<file path="src/rtl/pru_pkg.sv">
// Shared types and constants for the pixel replicate upscaler.
// No dependencies; every rtl file but pru_line_store refers to it by scoped names.
`timescale 1ns / 1ps
`default_nettype none

package pru_pkg;

   // line store geometry: two banks of one row each
   localparam int MAX_WIDTH = 1024;
   localparam int COL_W     = $clog2(MAX_WIDTH);
   localparam int ADDR_W    = COL_W + 1;

   // fixed field widths
   localparam int PIXEL_W = 24;
   localparam int SCALE_W = 7;
   localparam int WIDTH_W = 11;
   localparam int KIND_W  = 2;
   localparam int PAD_W   = 2;
   localparam int CSR_W   = 11;

   localparam int SCALE_MAX = 100;

   // result queue between front and back
   localparam int QUEUE_DEPTH = 4;
   localparam int QPTR_W      = $clog2(QUEUE_DEPTH);
   localparam int QCNT_W      = QPTR_W + 1;

   // input operation codes
   localparam logic OP_WRITE = 1'b0;
   localparam logic OP_TICK  = 1'b1;

   // result kinds
   localparam logic [KIND_W-1:0] KIND_NONE  = 2'd0;
   localparam logic [KIND_W-1:0] KIND_PIXEL = 2'd1;
   localparam logic [KIND_W-1:0] KIND_PAD   = 2'd2;

   // register indexes
   localparam logic CSR_SCALE = 1'b0;
   localparam logic CSR_WIDTH = 1'b1;

   // decoded word from front to back; pixel comes later from the line store
   typedef struct packed {
      logic              valid;
      logic [KIND_W-1:0] kind;
      logic              row_end;
      logic              dropped;
   } cmd_type;

   // line store access, at most one per accepted word
   typedef struct packed {
      logic               we;
      logic               re;
      logic [ADDR_W-1:0]  addr;
      logic [PIXEL_W-1:0] wdata;
   } ram_req_type;

   // finished result word held in the queue
   typedef struct packed {
      logic [KIND_W-1:0]  kind;
      logic [PIXEL_W-1:0] pixel;
      logic               row_end;
      logic               dropped;
   } res_type;

endpackage

`default_nettype wire

</file>
<file path="src/rtl/pru_back.sv">
// Back end: aligns decoded commands with line store data and queues the
// finished result words for the rsp channel. Uses pru_pkg.
`timescale 1ns / 1ps
`default_nettype none

module pru_back (
   input  wire logic                        clock,
   input  wire logic                        reset,
   input  wire pru_pkg::cmd_type            cmd,
   input  wire logic [pru_pkg::PIXEL_W-1:0] rd_pixel,
   output logic                             queue_ready,
   output logic                             rsp_tvalid,
   input  wire logic                        rsp_tready,
   output logic [pru_pkg::PIXEL_W-1:0]      rsp_tdata,
   output logic [2:0]                       rsp_tuser,
   output logic                             rsp_tlast
);

   pru_pkg::cmd_type            stage_ff;
   pru_pkg::res_type            entry;
   pru_pkg::res_type            head;
   pru_pkg::res_type            queue_ff [pru_pkg::QUEUE_DEPTH];
   logic [pru_pkg::QPTR_W-1:0]  wr_ptr_ff, wr_ptr_in;
   logic [pru_pkg::QPTR_W-1:0]  rd_ptr_ff, rd_ptr_in;
   logic [pru_pkg::QCNT_W-1:0]  count_ff,  count_in;
   logic                        push;
   logic                        pop;

   // read data lands in the cycle after the command, together with stage_ff
   always_comb begin
      entry.kind    = stage_ff.kind;
      entry.pixel   = (stage_ff.kind == pru_pkg::KIND_PIXEL) ? rd_pixel : '0;
      entry.row_end = stage_ff.row_end;
      entry.dropped = stage_ff.dropped;
   end

   assign push = stage_ff.valid;
   assign pop  = rsp_tvalid & rsp_tready;

   // room for the staged word as well as the one about to be accepted
   assign queue_ready = (count_ff + pru_pkg::QCNT_W'(stage_ff.valid)) <
                        pru_pkg::QCNT_W'(pru_pkg::QUEUE_DEPTH);

   always_comb begin
      wr_ptr_in = push ? wr_ptr_ff + pru_pkg::QPTR_W'(1) : wr_ptr_ff;
      rd_ptr_in = pop  ? rd_ptr_ff + pru_pkg::QPTR_W'(1) : rd_ptr_ff;
      unique case ({push, pop})
         2'b10:   count_in = count_ff + pru_pkg::QCNT_W'(1);
         2'b01:   count_in = count_ff - pru_pkg::QCNT_W'(1);
         default: count_in = count_ff;
      endcase
   end

   always_ff @(posedge clock) begin
      if (reset) begin
         stage_ff.valid <= 1'b0;
         wr_ptr_ff      <= '0;
         rd_ptr_ff      <= '0;
         count_ff       <= '0;
      end else begin
         stage_ff.valid <= cmd.valid;
         wr_ptr_ff      <= wr_ptr_in;
         rd_ptr_ff      <= rd_ptr_in;
         count_ff       <= count_in;
      end
      stage_ff.kind    <= cmd.kind;
      stage_ff.row_end <= cmd.row_end;
      stage_ff.dropped <= cmd.dropped;
   end

   always_ff @(posedge clock) begin
      if (push) begin
         queue_ff[wr_ptr_ff] <= entry;
      end
   end

   assign head       = queue_ff[rd_ptr_ff];
   assign rsp_tvalid = (count_ff != '0);
   assign rsp_tdata  = head.pixel;
   assign rsp_tuser  = {head.dropped, head.kind};
   assign rsp_tlast  = head.row_end;

`ifndef NO_ASSERTIONS
   a_count_bound: assert property (@(posedge clock) disable iff (reset)
      count_ff <= pru_pkg::QCNT_W'(pru_pkg::QUEUE_DEPTH))
      else $error("result queue count beyond depth");

   a_no_overflow: assert property (@(posedge clock) disable iff (reset)
      push |-> (count_ff < pru_pkg::QCNT_W'(pru_pkg::QUEUE_DEPTH) || pop))
      else $error("result queue overflow");

   // an accepted word is pushed into the queue on the next edge
   a_cmd_lands: assert property (@(posedge clock) disable iff (reset)
      cmd.valid |=> push)
      else $error("accepted word lost before the queue");
`endif

endmodule

`default_nettype wire

</file>
<file path="config.mk">
export PLATFORM = sky130hd
export DESIGN_NAME = pru_back
export DESIGN_NICKNAME = d
export VERILOG_FILES = /design/src/rtl/pru_pkg.sv /design/src/rtl/pru_back.sv
export SDC_FILE = /design/constraint.sdc
export NUM_CORES = 1
export LEC_CHECK = 0
export BUFFER_PORTS_ARGS = -buffer_cell sky130_fd_sc_hd__buf_4
export CAP_MARGIN = 20
export CORE_MARGIN = 3
export CORE_UTILIZATION = 51
export DETAILED_ROUTE_END_ITERATION = 7
export GPL_ROUTABILITY_DRIVEN = 1
export GPL_TIMING_DRIVEN = 0
export PLACE_DENSITY_LB_ADDON = 0.12
export SKIP_LAST_GASP = 1
export SYNTH_ARGS = -nofsm -noshare
export SYNTH_HDL_FRONTEND = slang
export SYNTH_SLANG_ARGS = --single-unit
</file>
<file path="constraint.sdc">
create_clock -name clock -period 1.71 [get_ports clock]
set_input_delay 0.342 -clock clock [delete_from_list [all_inputs] [get_ports clock]]
set_output_delay 0.342 -clock clock [all_outputs]
set_load 0.02 [all_outputs]
</file>
==> impl_metrics.json <==
{
  "start_util_pct": 54.0,
  "end_kind": "output port",
  "comb_power_share_pct": 25.9,
  "wire_per_inst_um": 19.1,
  "port_buffers": 60,
  "final_common_cell": "edfxtp_1",
  "post-route-min-period_ns": 2.16,
  "drt_iter0_markers": 111,
  "track_usage_pct": 17.6,
  "fin_tns_setup_ns": -11.60,
  "cellLeakagePower_nw": 2.24,
  "totalWireLength_mm": 8.51,
  "grt-ovfl-total": 0,
  "clock.fmax_mhz": 464,
  "cp_max_fo": 7,
  "slew_headroom_pct": 48.7,
  "arrival_ns": 1.81,
  "syn_area_sq_um": 4820,
  "p_switching_mw": 2.36,
  "fp-row-count": 34,
  "hpwl_mm": 4.81,
  "die_w_um": 103,
  "path_class": "register to output port",
  "die_area_sq_um": 10700,
  "insertion_delay_ns": 0.51,
  "cts_buffers": 17,
  "diodes": 0,
  "crit_required_ns": 1.37,
  "final-setup-viol-count": 29,
  "worst_slew_pin_slew_ns": 0.770,
  "cts_sinks": 126,
  "worstHoldStart": "cmd[4]",
  "hold_slack_ns": 0.0340,
  "fin_skew_ns": 0.0162,
  "viasPerCell": 5.33,
  "yosys_warnings": 0,
  "switching_share_pct": 24.8,
  "antenna_found_initial": 0,
  "report.final.slew_viol_count": 0,
  "violations": "negative setup slack",
  "peakVddDrop_uv": 790,
  "area_growth_pct": 30.7,
  "min_path_type": "input port to register",
  "powerDensity_nw_per_um2": 1510,
  "vias": 2374,
  "post_dp_cell_area_sq_um": 5420,
  "cts_tree": "built",
  "synth_cells": 229,
  "boundaryPins": 62,
  "htree_levels": 4,
  "fin_area_sq_um": 6300,
  "maxCapViolCount": 0,
  "final_cell_mix": "edfxtp_1 (112), buf_4 (42), buf_6 (31)",
  "ys_types": 23,
  "fillerInstances": 550,
  "setup_ws_ns": -0.446,
  "mappedNetlistNets": 267,
  "p_clk_share_pct": 36.8,
  "grt_max_degree": 29,
  "worst_setup_path_start_kind": "register",
  "ant_nets": 0,
  "seq_area_frac_synth_pct": 75.6,
  "grt_pass1_wl_mm": 13.1,
  "status": "finished, violations left",
  "r2r-start": "count_ff[0]$_SDFFE_PP0P_",
  "ctsRootBufferMaster": "clkbuf_8",
  "grt_pass1_vias": 2520,
  "fin_crit_sh_pct": 126,
  "ys_ff_latch": 126,
  "firstDrtPassIters": 4,
  "clkSlewWorstSetupHoldPaths_ns": 0.06,
  "core_sq_um": 8930,
  "hold_viol_final": 0,
  "internal_power_mw": 7.18,
  "syn_avg_cell_area_sq_um": 21.1,
  "fin_nets": 362,
  "gp_congestion": 0.738,
  "seq_power_share_pct": 37.3,
  "drcViolationCount": 0,
  "drive_gt1_share_pct": 44.8,
  "cts_buffer_depth": 2,
  "rsz0062_at_grt": "yes",
  "die_h_um": 103
}
==> metal layers <==
layer / share of wire (%) / track usage (%) / vias to the layer above
met4: 1.8 / 8.96 / 0
met1: 41 / 21.9 / 1194
met5: 0 / 0 / -
met3: 4.2 / 4.83 / 11
met2: 53 / 28.7 / 69
li1: - / - / 1100
==> layout make-up <==
type                            instances  area (sq um)  share of cell area (%)
Tap cell                              108           135                    2.14
Timing Repair Buffer                   77           738                    11.7
Buffer                                  9           100                    1.59
Sequential cell                       126          3660                    58.1
Inverter                                6          22.5                   0.357
Clock buffer                           21           449                    7.13
Multi-Input combinational cell         87          1060                    16.8
Clock inverter                         11           140                    2.22
==> flip-flops by register name (all words and copies together), names as in the netlist, named ones only <==
| name | count |
|---|---|
| entry | 4 |
| wr_ptr_ff | 2 |
| push | 1 |
| queue_ff | 112 |
| count_ff | 3 |
| rd_ptr_ff | 2 |
==> power by group through the flow <==
stage	clock network, mW	logic, mW	registers (mW)
2_1_floorplan	0	1.30	3.59
3_3_place_gp	0	1.89	3.61
3_5_place_dp	0	1.91	3.61
4_1_cts	3.56	2.39	3.56
5_1_grt	3.70	2.63	3.57
6_report	3.51	2.47	3.56
==> logic make-up (layout without fill, tap and decap cells) <==
family	Yosys count	in the layout	synth area share [%]
adders and majority gates	6	6	1.71
and+or+nand+nor	41	41	4.88
AOI/OAI and AO/OA	5	5	0.675
xor gates and xnor gates	6	6	1.09
DFF	126	126	75.6
muxes	29	29	13.9
buffers and inverters	16	124	2.15
==> through the flow <==
| stage | instances | utilization [%] | power, mW | worst slack (ns) |
|---|---|---|---|---|
| after floorplan | 229 | - | 4.89 | 0.0159 |
| after global placement | 397 | 60.6 | 5.49 | -0.560 |
| after detailed placement | 397 | 60.7 | 5.52 | -0.132 |
| after CTS | 443 | 69.8 | 9.51 | -0.510 |
| after global routing | 445 | 70.5 | 9.91 | -0.519 |
| final | 445 | 70.5 | 9.54 | -0.446 |
==> critical path: stages, from the launching register on <==
cell     delay [ns]
dfxtp_4        0.36
buf_12         0.14
buf_12         0.13
mux4_2         0.52
buf_6          0.15
==> repair_timing <==
action,CTS,global route
setup buffers,9,2
hold buffers,4,0
endpoints found under the hold margin,4,0
endpoints found under the setup margin,178,100
cloned,2,1
pin swaps,3,2
gates resized for setup,37,19
==> synth_stat cells <==
cell	n	area, sq um
o21ai_0	1	5.00
a21oi_1	2	10.0
mux4_2	20	450
nand3_1	1	5.00
mux2i_1	1	10.0
o31a_1	1	8.76
fa_1	1	20.0
buf_6	1	11.3
nor2_1	8	30.0
o311ai_0	1	8.76
xnor2_1	2	17.5
or3_1	2	12.5
buf_2	3	15.0
xor2_1	4	35.0
dfxtp_1	14	280
inv_1	6	22.5
edfxtp_1	112	3360
and2_1	28	175
ha_1	5	62.6
mux4_1	8	210
clkbuf_1	4	15.0
buf_12	2	40.0
nor2b_1	2	12.5
==> worst paths after layout <==
check	end	slack [ns]	cells past startpoint
worst max register to register	count_ff[2]$_SDFFE_PP0P_	-0.06	7
worst min-delay path	push$_SDFF_PP0_	0.03	2
worst min register to register	queue_ff[1][0]$_DFFE_PP_	0.49	0
worst max-delay path	rsp_tdata[13]	-0.45	4
No activity file was read; power rests on OpenSTA's default activity.
