[config.mk]
export PLATFORM = sky130hd
export DESIGN_NAME = pru_front
export DESIGN_NICKNAME = d
export VERILOG_FILES = /design/src/rtl/pru_pkg.sv /design/src/rtl/pru_front.sv
export SDC_FILE = /design/constraint.sdc
export NUM_CORES = 1
export LEC_CHECK = 0
export BUFFER_PORTS_ARGS = -buffer_cell sky130_fd_sc_hd__clkbuf_2
export CAP_MARGIN = 20
export CORE_ASPECT_RATIO = 0.5
export CORE_MARGIN = 4
export CORE_UTILIZATION = 60
export CTS_CLUSTER_DIAMETER = 100
export DETAILED_ROUTE_END_ITERATION = 8
export PLACE_DENSITY = 0.92
export SYNTH_ARGS = -nofsm -noshare
export SYNTH_HDL_FRONTEND = slang
export SYNTH_SLANG_ARGS = --single-unit
[constraint.sdc]
create_clock -name clock -period 4 [get_ports clock]
set_input_delay 0.4 -clock clock [delete_from_list [all_inputs] [get_ports clock]]
set_output_delay 0.4 -clock clock [all_outputs]
set_load 0.02 [all_outputs]
[src/rtl/pru_pkg.sv]
// Shared types and constants for the pixel replicate upscaler.
// No dependencies; every rtl file but pru_line_store refers to it by scoped names.
`timescale 1ns / 1ps
`default_nettype none

package pru_pkg;

   // line store geometry: two banks of one row each
   localparam int MAX_WIDTH = 1024;
   localparam int COL_W     = $clog2(MAX_WIDTH);
   localparam int ADDR_W    = COL_W + 1;

   // fixed field widths
   localparam int PIXEL_W = 24;
   localparam int SCALE_W = 7;
   localparam int WIDTH_W = 11;
   localparam int KIND_W  = 2;
   localparam int PAD_W   = 2;
   localparam int CSR_W   = 11;

   localparam int SCALE_MAX = 100;

   // result queue between front and back
   localparam int QUEUE_DEPTH = 4;
   localparam int QPTR_W      = $clog2(QUEUE_DEPTH);
   localparam int QCNT_W      = QPTR_W + 1;

   // input operation codes
   localparam logic OP_WRITE = 1'b0;
   localparam logic OP_TICK  = 1'b1;

   // result kinds
   localparam logic [KIND_W-1:0] KIND_NONE  = 2'd0;
   localparam logic [KIND_W-1:0] KIND_PIXEL = 2'd1;
   localparam logic [KIND_W-1:0] KIND_PAD   = 2'd2;

   // register indexes
   localparam logic CSR_SCALE = 1'b0;
   localparam logic CSR_WIDTH = 1'b1;

   // decoded word from front to back; pixel comes later from the line store
   typedef struct packed {
      logic              valid;
      logic [KIND_W-1:0] kind;
      logic              row_end;
      logic              dropped;
   } cmd_type;

   // line store access, at most one per accepted word
   typedef struct packed {
      logic               we;
      logic               re;
      logic [ADDR_W-1:0]  addr;
      logic [PIXEL_W-1:0] wdata;
   } ram_req_type;

   // finished result word held in the queue
   typedef struct packed {
      logic [KIND_W-1:0]  kind;
      logic [PIXEL_W-1:0] pixel;
      logic               row_end;
      logic               dropped;
   } res_type;

endpackage

`default_nettype wire

[src/rtl/pru_front.sv]
// Front end: accepts words, holds config and all fill/drain counters,
// issues the line store access and a decoded command. Uses pru_pkg.
`timescale 1ns / 1ps
`default_nettype none

module pru_front (
   input  wire logic                         clock,
   input  wire logic                         reset,
   input  wire logic                         req_tvalid,
   output logic                              req_tready,
   input  wire logic                         req_tuser,
   input  wire logic [pru_pkg::PIXEL_W-1:0]  req_tdata,
   input  wire logic                         csr_valid,
   output logic                              csr_ready,
   input  wire logic                         csr_index,
   input  wire logic [pru_pkg::CSR_W-1:0]    csr_data,
   input  wire logic                         queue_ready,
   output pru_pkg::ram_req_type              ram_req,
   output pru_pkg::cmd_type                  cmd
);

   // config, held already clamped to its working range
   logic [pru_pkg::SCALE_W-1:0] scale_ff;
   logic [pru_pkg::WIDTH_W-1:0] width_ff;
   logic [pru_pkg::SCALE_W-1:0] scale_in;
   logic [pru_pkg::WIDTH_W-1:0] width_in;

   logic                        fill_bank_ff,    fill_bank_in;
   logic [pru_pkg::COL_W-1:0]   fill_column_ff,  fill_column_in;
   logic [1:0]                  bank_full_ff,    bank_full_in;
   logic                        drain_bank_ff,   drain_bank_in;
   logic [pru_pkg::COL_W-1:0]   drain_column_ff, drain_column_in;
   logic [pru_pkg::SCALE_W-1:0] across_ff,       across_in;
   logic [pru_pkg::SCALE_W-1:0] down_ff,         down_in;
   logic [pru_pkg::PAD_W-1:0]   pad_count_ff,    pad_count_in;
   logic                        in_padding_ff,   in_padding_in;

   logic                        accept;
   logic                        finish;
   logic [3:0]                  pad_prod;
   logic [pru_pkg::PAD_W-1:0]   pad_total;
   logic [pru_pkg::WIDTH_W-1:0] fill_next;
   logic [pru_pkg::WIDTH_W-1:0] col_next;
   logic [pru_pkg::SCALE_W:0]   across_next;
   logic [pru_pkg::SCALE_W:0]   down_next;
   logic [pru_pkg::PAD_W:0]     pad_next;

   assign req_tready = queue_ready;
   assign csr_ready  = 1'b1;
   assign accept     = req_tvalid & queue_ready;

   // 3*w*s == -(w*s) mod 4, so the pad length is just (w*s) mod 4
   assign pad_prod  = width_ff[1:0] * scale_ff[1:0];
   assign pad_total = pad_prod[pru_pkg::PAD_W-1:0];

   // clamp on write
   always_comb begin
      scale_in = scale_ff;
      width_in = width_ff;
      if (csr_valid) begin
         unique case (csr_index)
            pru_pkg::CSR_SCALE: begin
               if (csr_data[pru_pkg::SCALE_W-1:0] == '0) begin
                  scale_in = pru_pkg::SCALE_W'(1);
               end else if (csr_data[pru_pkg::SCALE_W-1:0] >
                            pru_pkg::SCALE_W'(pru_pkg::SCALE_MAX)) begin
                  scale_in = pru_pkg::SCALE_W'(pru_pkg::SCALE_MAX);
               end else begin
                  scale_in = csr_data[pru_pkg::SCALE_W-1:0];
               end
            end
            pru_pkg::CSR_WIDTH: begin
               if (csr_data == '0) begin
                  width_in = pru_pkg::WIDTH_W'(1);
               end else if (csr_data > pru_pkg::WIDTH_W'(pru_pkg::MAX_WIDTH)) begin
                  width_in = pru_pkg::WIDTH_W'(pru_pkg::MAX_WIDTH);
               end else begin
                  width_in = csr_data;
               end
            end
            default: begin
            end
         endcase
      end
   end

   always_comb begin
      fill_bank_in    = fill_bank_ff;
      fill_column_in  = fill_column_ff;
      bank_full_in    = bank_full_ff;
      drain_bank_in   = drain_bank_ff;
      drain_column_in = drain_column_ff;
      across_in       = across_ff;
      down_in         = down_ff;
      pad_count_in    = pad_count_ff;
      in_padding_in   = in_padding_ff;
      finish          = 1'b0;

      fill_next   = {1'b0, fill_column_ff} + pru_pkg::WIDTH_W'(1);
      col_next    = {1'b0, drain_column_ff} + pru_pkg::WIDTH_W'(1);
      across_next = {1'b0, across_ff} + (pru_pkg::SCALE_W + 1)'(1);
      down_next   = {1'b0, down_ff} + (pru_pkg::SCALE_W + 1)'(1);
      pad_next    = {1'b0, pad_count_ff} + (pru_pkg::PAD_W + 1)'(1);

      ram_req.we    = 1'b0;
      ram_req.re    = 1'b0;
      ram_req.addr  = {fill_bank_ff, fill_column_ff};
      ram_req.wdata = req_tdata;

      cmd.valid   = accept;
      cmd.kind    = pru_pkg::KIND_NONE;
      cmd.row_end = 1'b0;
      cmd.dropped = 1'b0;

      if (accept) begin
         priority if (req_tuser == pru_pkg::OP_WRITE) begin
            if (bank_full_ff[fill_bank_ff]) begin
               cmd.dropped = 1'b1;
            end else begin
               ram_req.we = 1'b1;
               if (fill_next >= width_ff) begin
                  fill_column_in               = '0;
                  bank_full_in[fill_bank_ff]   = 1'b1;
                  fill_bank_in                 = ~fill_bank_ff;
               end else begin
                  fill_column_in = fill_next[pru_pkg::COL_W-1:0];
               end
            end
         end else if (in_padding_ff) begin
            cmd.kind = pru_pkg::KIND_PAD;
            if (pad_next >= {1'b0, pad_total}) begin
               pad_count_in  = '0;
               in_padding_in = 1'b0;
               cmd.row_end   = 1'b1;
               finish        = 1'b1;
            end else begin
               pad_count_in = pad_next[pru_pkg::PAD_W-1:0];
            end
         end else if (bank_full_ff[drain_bank_ff]) begin
            cmd.kind     = pru_pkg::KIND_PIXEL;
            ram_req.re   = 1'b1;
            ram_req.addr = {drain_bank_ff, drain_column_ff};
            if (across_next >= {1'b0, scale_ff}) begin
               across_in = '0;
               if (col_next >= width_ff) begin
                  drain_column_in = '0;
                  if (pad_total != '0) begin
                     in_padding_in = 1'b1;
                     pad_count_in  = '0;
                  end else begin
                     cmd.row_end = 1'b1;
                     finish      = 1'b1;
                  end
               end else begin
                  drain_column_in = col_next[pru_pkg::COL_W-1:0];
               end
            end else begin
               across_in = across_next[pru_pkg::SCALE_W-1:0];
            end
         end else begin
            // idle tick: nothing to give
            cmd.kind = pru_pkg::KIND_NONE;
         end
      end

      // end of an output row: count replays, release the bank after the last
      if (finish) begin
         if (down_next >= {1'b0, scale_ff}) begin
            down_in                     = '0;
            bank_full_in[drain_bank_ff] = 1'b0;
            drain_bank_in               = ~drain_bank_ff;
         end else begin
            down_in = down_next[pru_pkg::SCALE_W-1:0];
         end
      end
   end

   always_ff @(posedge clock) begin
      if (reset) begin
         scale_ff        <= pru_pkg::SCALE_W'(1);
         width_ff        <= pru_pkg::WIDTH_W'(1);
         fill_bank_ff    <= 1'b0;
         fill_column_ff  <= '0;
         bank_full_ff    <= '0;
         drain_bank_ff   <= 1'b0;
         drain_column_ff <= '0;
         across_ff       <= '0;
         down_ff         <= '0;
         pad_count_ff    <= '0;
         in_padding_ff   <= 1'b0;
      end else begin
         scale_ff        <= scale_in;
         width_ff        <= width_in;
         fill_bank_ff    <= fill_bank_in;
         fill_column_ff  <= fill_column_in;
         bank_full_ff    <= bank_full_in;
         drain_bank_ff   <= drain_bank_in;
         drain_column_ff <= drain_column_in;
         across_ff       <= across_in;
         down_ff         <= down_in;
         pad_count_ff    <= pad_count_in;
         in_padding_ff   <= in_padding_in;
      end
   end

`ifndef NO_ASSERTIONS
   // reads only come from a filled bank, never while padding
   a_read_full_bank: assert property (@(posedge clock) disable iff (reset)
      ram_req.re |-> (bank_full_ff[drain_bank_ff] && !in_padding_ff))
      else $error("line store read from a bank that is not full");

   // a full bank is never overwritten
   a_write_free_bank: assert property (@(posedge clock) disable iff (reset)
      ram_req.we |-> !bank_full_ff[fill_bank_ff])
      else $error("line store write into a full bank");

   // mid-row the drained bank stays full
   a_mid_row_full: assert property (@(posedge clock) disable iff (reset)
      (drain_column_ff != '0 || across_ff != '0) |-> bank_full_ff[drain_bank_ff])
      else $error("drain bank released in the middle of a row");

   // a bank is released only on the word that ends a row
   a_release_on_row_end: assert property (@(posedge clock) disable iff (reset)
      (bank_full_ff[drain_bank_ff] && !bank_full_in[drain_bank_ff]) |-> cmd.row_end)
      else $error("drain bank released without a row end");
`endif

endmodule

`default_nettype wire

==> results_dict.tcl <==
set metrics [dict create \
    status "finished clean" \
    worstPathCellList "ha_2 -> nand3_1 -> nor2_1 -> nor2b_1 -> or2_2 -> ha_1 -> and3_1 -> o211ai_1 -> nand3_1 -> a31oi_2 -> buf_4 -> clkinv_1 -> clkbuf_2" \
    htree_levels 3 \
    fin_skew_ns 0.00557 \
    clkSlewWorstSetupHoldPaths_ns 0.05 \
    portBuffers 36 \
    design.core.area_um2 6730 \
    timing_hold_violations_final 0 \
    area.growth.synth_to_final_pct 6.61 \
    routed-wl-met3_um 683 \
    overflow 0 \
    syn-mean-instance-area_um2 7.95 \
    chipHeight_um 67.0 \
    final_common_cell "sky130_fd_sc_hd__nand2_1" \
    max-vdd-ir-drop_v 0.000254 \
    synth_cell_types 59 \
    die_wd_um 126 \
    cts_tree "yes" \
    synth_simple_gate_area_share_pct 23.7 \
    globalRouteTotalUtil_pct 23.6 \
    via_per_inst 5.87 \
    critPathKind "reg2out" \
    grt_first_pass_wirelength_mm 15.8 \
    dominant_combinational_cell_family_by_area_after_synthesis "simple AND/OR/NAND/NOR gates" \
    boundaryPins 86 \
    async_flop_share_pct 0 \
    synth-edff-count 0 \
    drt_first_pass_iters 7 \
    synth-adder-area-share_pct 13.3 \
    detail_route.iter0.violations 278 \
    fin_setup_tns_ns 0 \
    multi_input_comb_area_um2 2580 \
    clock_latency_ns 0.33 \
    dominantRegCellSynth "sky130_fd_sc_hd__dfxtp_1" \
    synth_area_in_compound_gates_pct 18.4 \
    dieArea_um2 8450 \
    wl_met2_mm 4.63 \
    grt_max_degree 46 \
    cts.path.max_buffers 2 \
    net_count_after_synthesis 611 \
    first_global_vias 3425 \
    cpMostUsedCell "sky130_fd_sc_hd__nand3_1" \
    vias 3676 \
    critical_path.max_fanout 11 \
    area.sequential_um2 1180 \
    cts-buffers-inserted 9 \
    worst_slew_margin_rel_pct 35.6 \
    cp_num_buf_inv 3 \
    route.detailed.drc 0 \
    top_layer_used "met4" \
    post_synth_mux_area_share_pct 1.11 \
    total_leakage_power_uw 0.00197 \
    finalWeightedCongestion 0.912 \
    start_util_pct 62.2 \
    cts_hold_repair.buffers 0 \
    rsz0062_at_grt "false" \
    fmax_mhz 267 \
    cell_type_contributing_the_most_total_cell_area_after_synthesis "sky130_fd_sc_hd__dfxtp_1" \
    final.period_utilization_pct 93.7 \
    worst_pin_slew_ns 0.967 \
    final_core_utilization_pct 66.3 \
    layout.cells.most_common_list "sky130_fd_sc_hd__nand2_1, sky130_fd_sc_hd__dfxtp_1, sky130_fd_sc_hd__a21oi_1" \
    m1WireLength_mm 4.11 \
    whs_ns 0.370 \
    critical_path_start_type "flop" \
    worst-endpoint-required_ns 3.60 \
    total_power_uw 1450 \
    row_count 21 \
    antenna_violating_nets_post_route 0 \
    crit_family "simple AND/OR/NAND/NOR gates" \
    synth_seq_cells 59 \
    setup-violations-final 0 \
    synth_area_leaders "sky130_fd_sc_hd__dfxtp_1, sky130_fd_sc_hd__ha_1, sky130_fd_sc_hd__nand2_1, sky130_fd_sc_hd__buf_4, sky130_fd_sc_hd__a21oi_1" \
    drive_gt1_share_pct 12.7 \
    maxCapViolCount 0 \
    route.detailed.wl_per_inst_um 15.3 \
    worst_path_max_delay_cell "sky130_fd_sc_hd__dfxtp_1" \
    synthCells 526 \
    final.fill_count 557 \
    dp_slack_ns 0.696 \
    area_fraction_of_the_dominant_cell_type_after_synthesis_pct 28.2 \
    ctsRootBufferMaster "sky130_fd_sc_hd__clkbuf_16" \
    clock_sink_count 59 \
    slowest_delay_ns 0.44 \
    worstHoldPathType "in2reg" \
    timing.final.ws_setup_ns 0.251 \
    share_of_the_yosys_chip_area_belonging_to_registers_pct 28.2 \
    end_kind "output pin" \
    n_antenna_cell 0 \
    synth_area_um2 4180 \
    antenna_found_initial 0 \
    fraction_of_synthesized_cell_area_in_xor_and_xnor_cells_pct 5.24 \
    post-cts-setup-buffers 0 \
    timing_max_transition_violations_final 0 \
    routed_wl_mm 9.58 \
    fin_nets 615 \
    powerDensity_nw_per_um2 325 \
    cp_data_arrival_time_ns 3.35 \
    yosys_warnings 0 \
    final.min_clock_period_ns 3.75 \
    hpwl_mm 6.96 \
]
[layout make-up]
cell class              instances  area share, %
clock buffers                  12           5.53
clock inverters                 3          0.337
inverters                      34           2.86
multi-input cells             389           58.0
flip-flops and latches         59           26.5
well taps                      92           2.58
repair buffers                 37           4.21
[cells in the mapped netlist, types with 3 or more instances]
cell type and instances:
sky130_fd_sc_hd__nor3b_1 10, sky130_fd_sc_hd__xor2_1 10, sky130_fd_sc_hd__nand2_1 65, sky130_fd_sc_hd__a32o_1 3
sky130_fd_sc_hd__inv_1 32, sky130_fd_sc_hd__a31oi_1 3, sky130_fd_sc_hd__nand4_1 5, sky130_fd_sc_hd__o21a_1 4
sky130_fd_sc_hd__o21ai_1 3, sky130_fd_sc_hd__a21oi_1 44, sky130_fd_sc_hd__nand2b_1 5, sky130_fd_sc_hd__and3_1 11
sky130_fd_sc_hd__dfxtp_1 59, sky130_fd_sc_hd__nor3_1 10, sky130_fd_sc_hd__nand3_1 27, sky130_fd_sc_hd__ha_1 42
sky130_fd_sc_hd__a22o_1 8, sky130_fd_sc_hd__o22ai_1 3, sky130_fd_sc_hd__o32ai_1 4, sky130_fd_sc_hd__nor2b_1 8
sky130_fd_sc_hd__o211ai_1 4, sky130_fd_sc_hd__nor2_1 41, sky130_fd_sc_hd__a21o_1 12, sky130_fd_sc_hd__buf_4 31
sky130_fd_sc_hd__o21ai_0 10, sky130_fd_sc_hd__xnor2_1 15, sky130_fd_sc_hd__clkbuf_1 11, sky130_fd_sc_hd__a211oi_1 3
[stage by stage]
step	cell area, um^2	std cells
4_1_cts	4460	626
3_5_place_dp	4190	611
3_3_place_gp	4190	611
6_report	4460	626
5_1_grt	4460	626
2_1_floorplan	4180	526
[kinds of logic after synthesis]
family                     Yosys count
AOI/OAI and AO/OA                  114
DFF                                 59
other                                1
and+or+nand+nor                    201
buffers and inverters               78
xor gates and xnor gates            25
muxes                                4
adders and majority gates           44
[worst min-delay path, stage by stage]
cell and delay [ns]:
sky130_fd_sc_hd__clkbuf_2 0.12, sky130_fd_sc_hd__a22oi_1 0.07, sky130_fd_sc_hd__nor2_1 0.07
[metal layers]
metal  up-vias  track usage, %
met4         0            9.36
met3        25            7.85
met2       120            40.7
met5         -               0
li1       1821               -
met1      1710            27.5
[state kept, by name (all words and copies together) (netlist names)]
signal	flops
pad_count_ff	2
width_ff	11
drain_bank_ff	1
scale_ff	7
fill_column_ff	10
drain_column_ff	10
in_padding_ff	1
across_ff	7
bank_full_ff	2
down_ff	7
fill_bank_ff	1
[what timing repair did]
item,in CTS,in global routing
endpoints found under the setup margin,0,1
hold endpoints to repair,0,0
gates resized for setup,0,1
[power by group]
group	total (uW)	internal [uW]	switching [uW]	leakage, uW
clock	687	428	259	0.000132
sequential	607	598	8.94	0.000477
combinational	154	54.9	99.1	0.00136
total	1450	1080	367	0.00197
[path summary, 6_finish.rpt]
kind | start | endpoint | slack [ns] | cells after the start
worst max-delay path | drain_column_ff[0] | cmd[1] | 0.25 | 13
worst min-delay path | csr_data[4] | scale_ff[4] | 0.37 | 3
worst max register to register | drain_column_ff[0] | drain_column_ff[2] | 0.76 | 12
worst min register to register | scale_ff[5] | scale_ff[5] | 0.45 | 2
No activity file was read; power rests on OpenSTA's default activity.
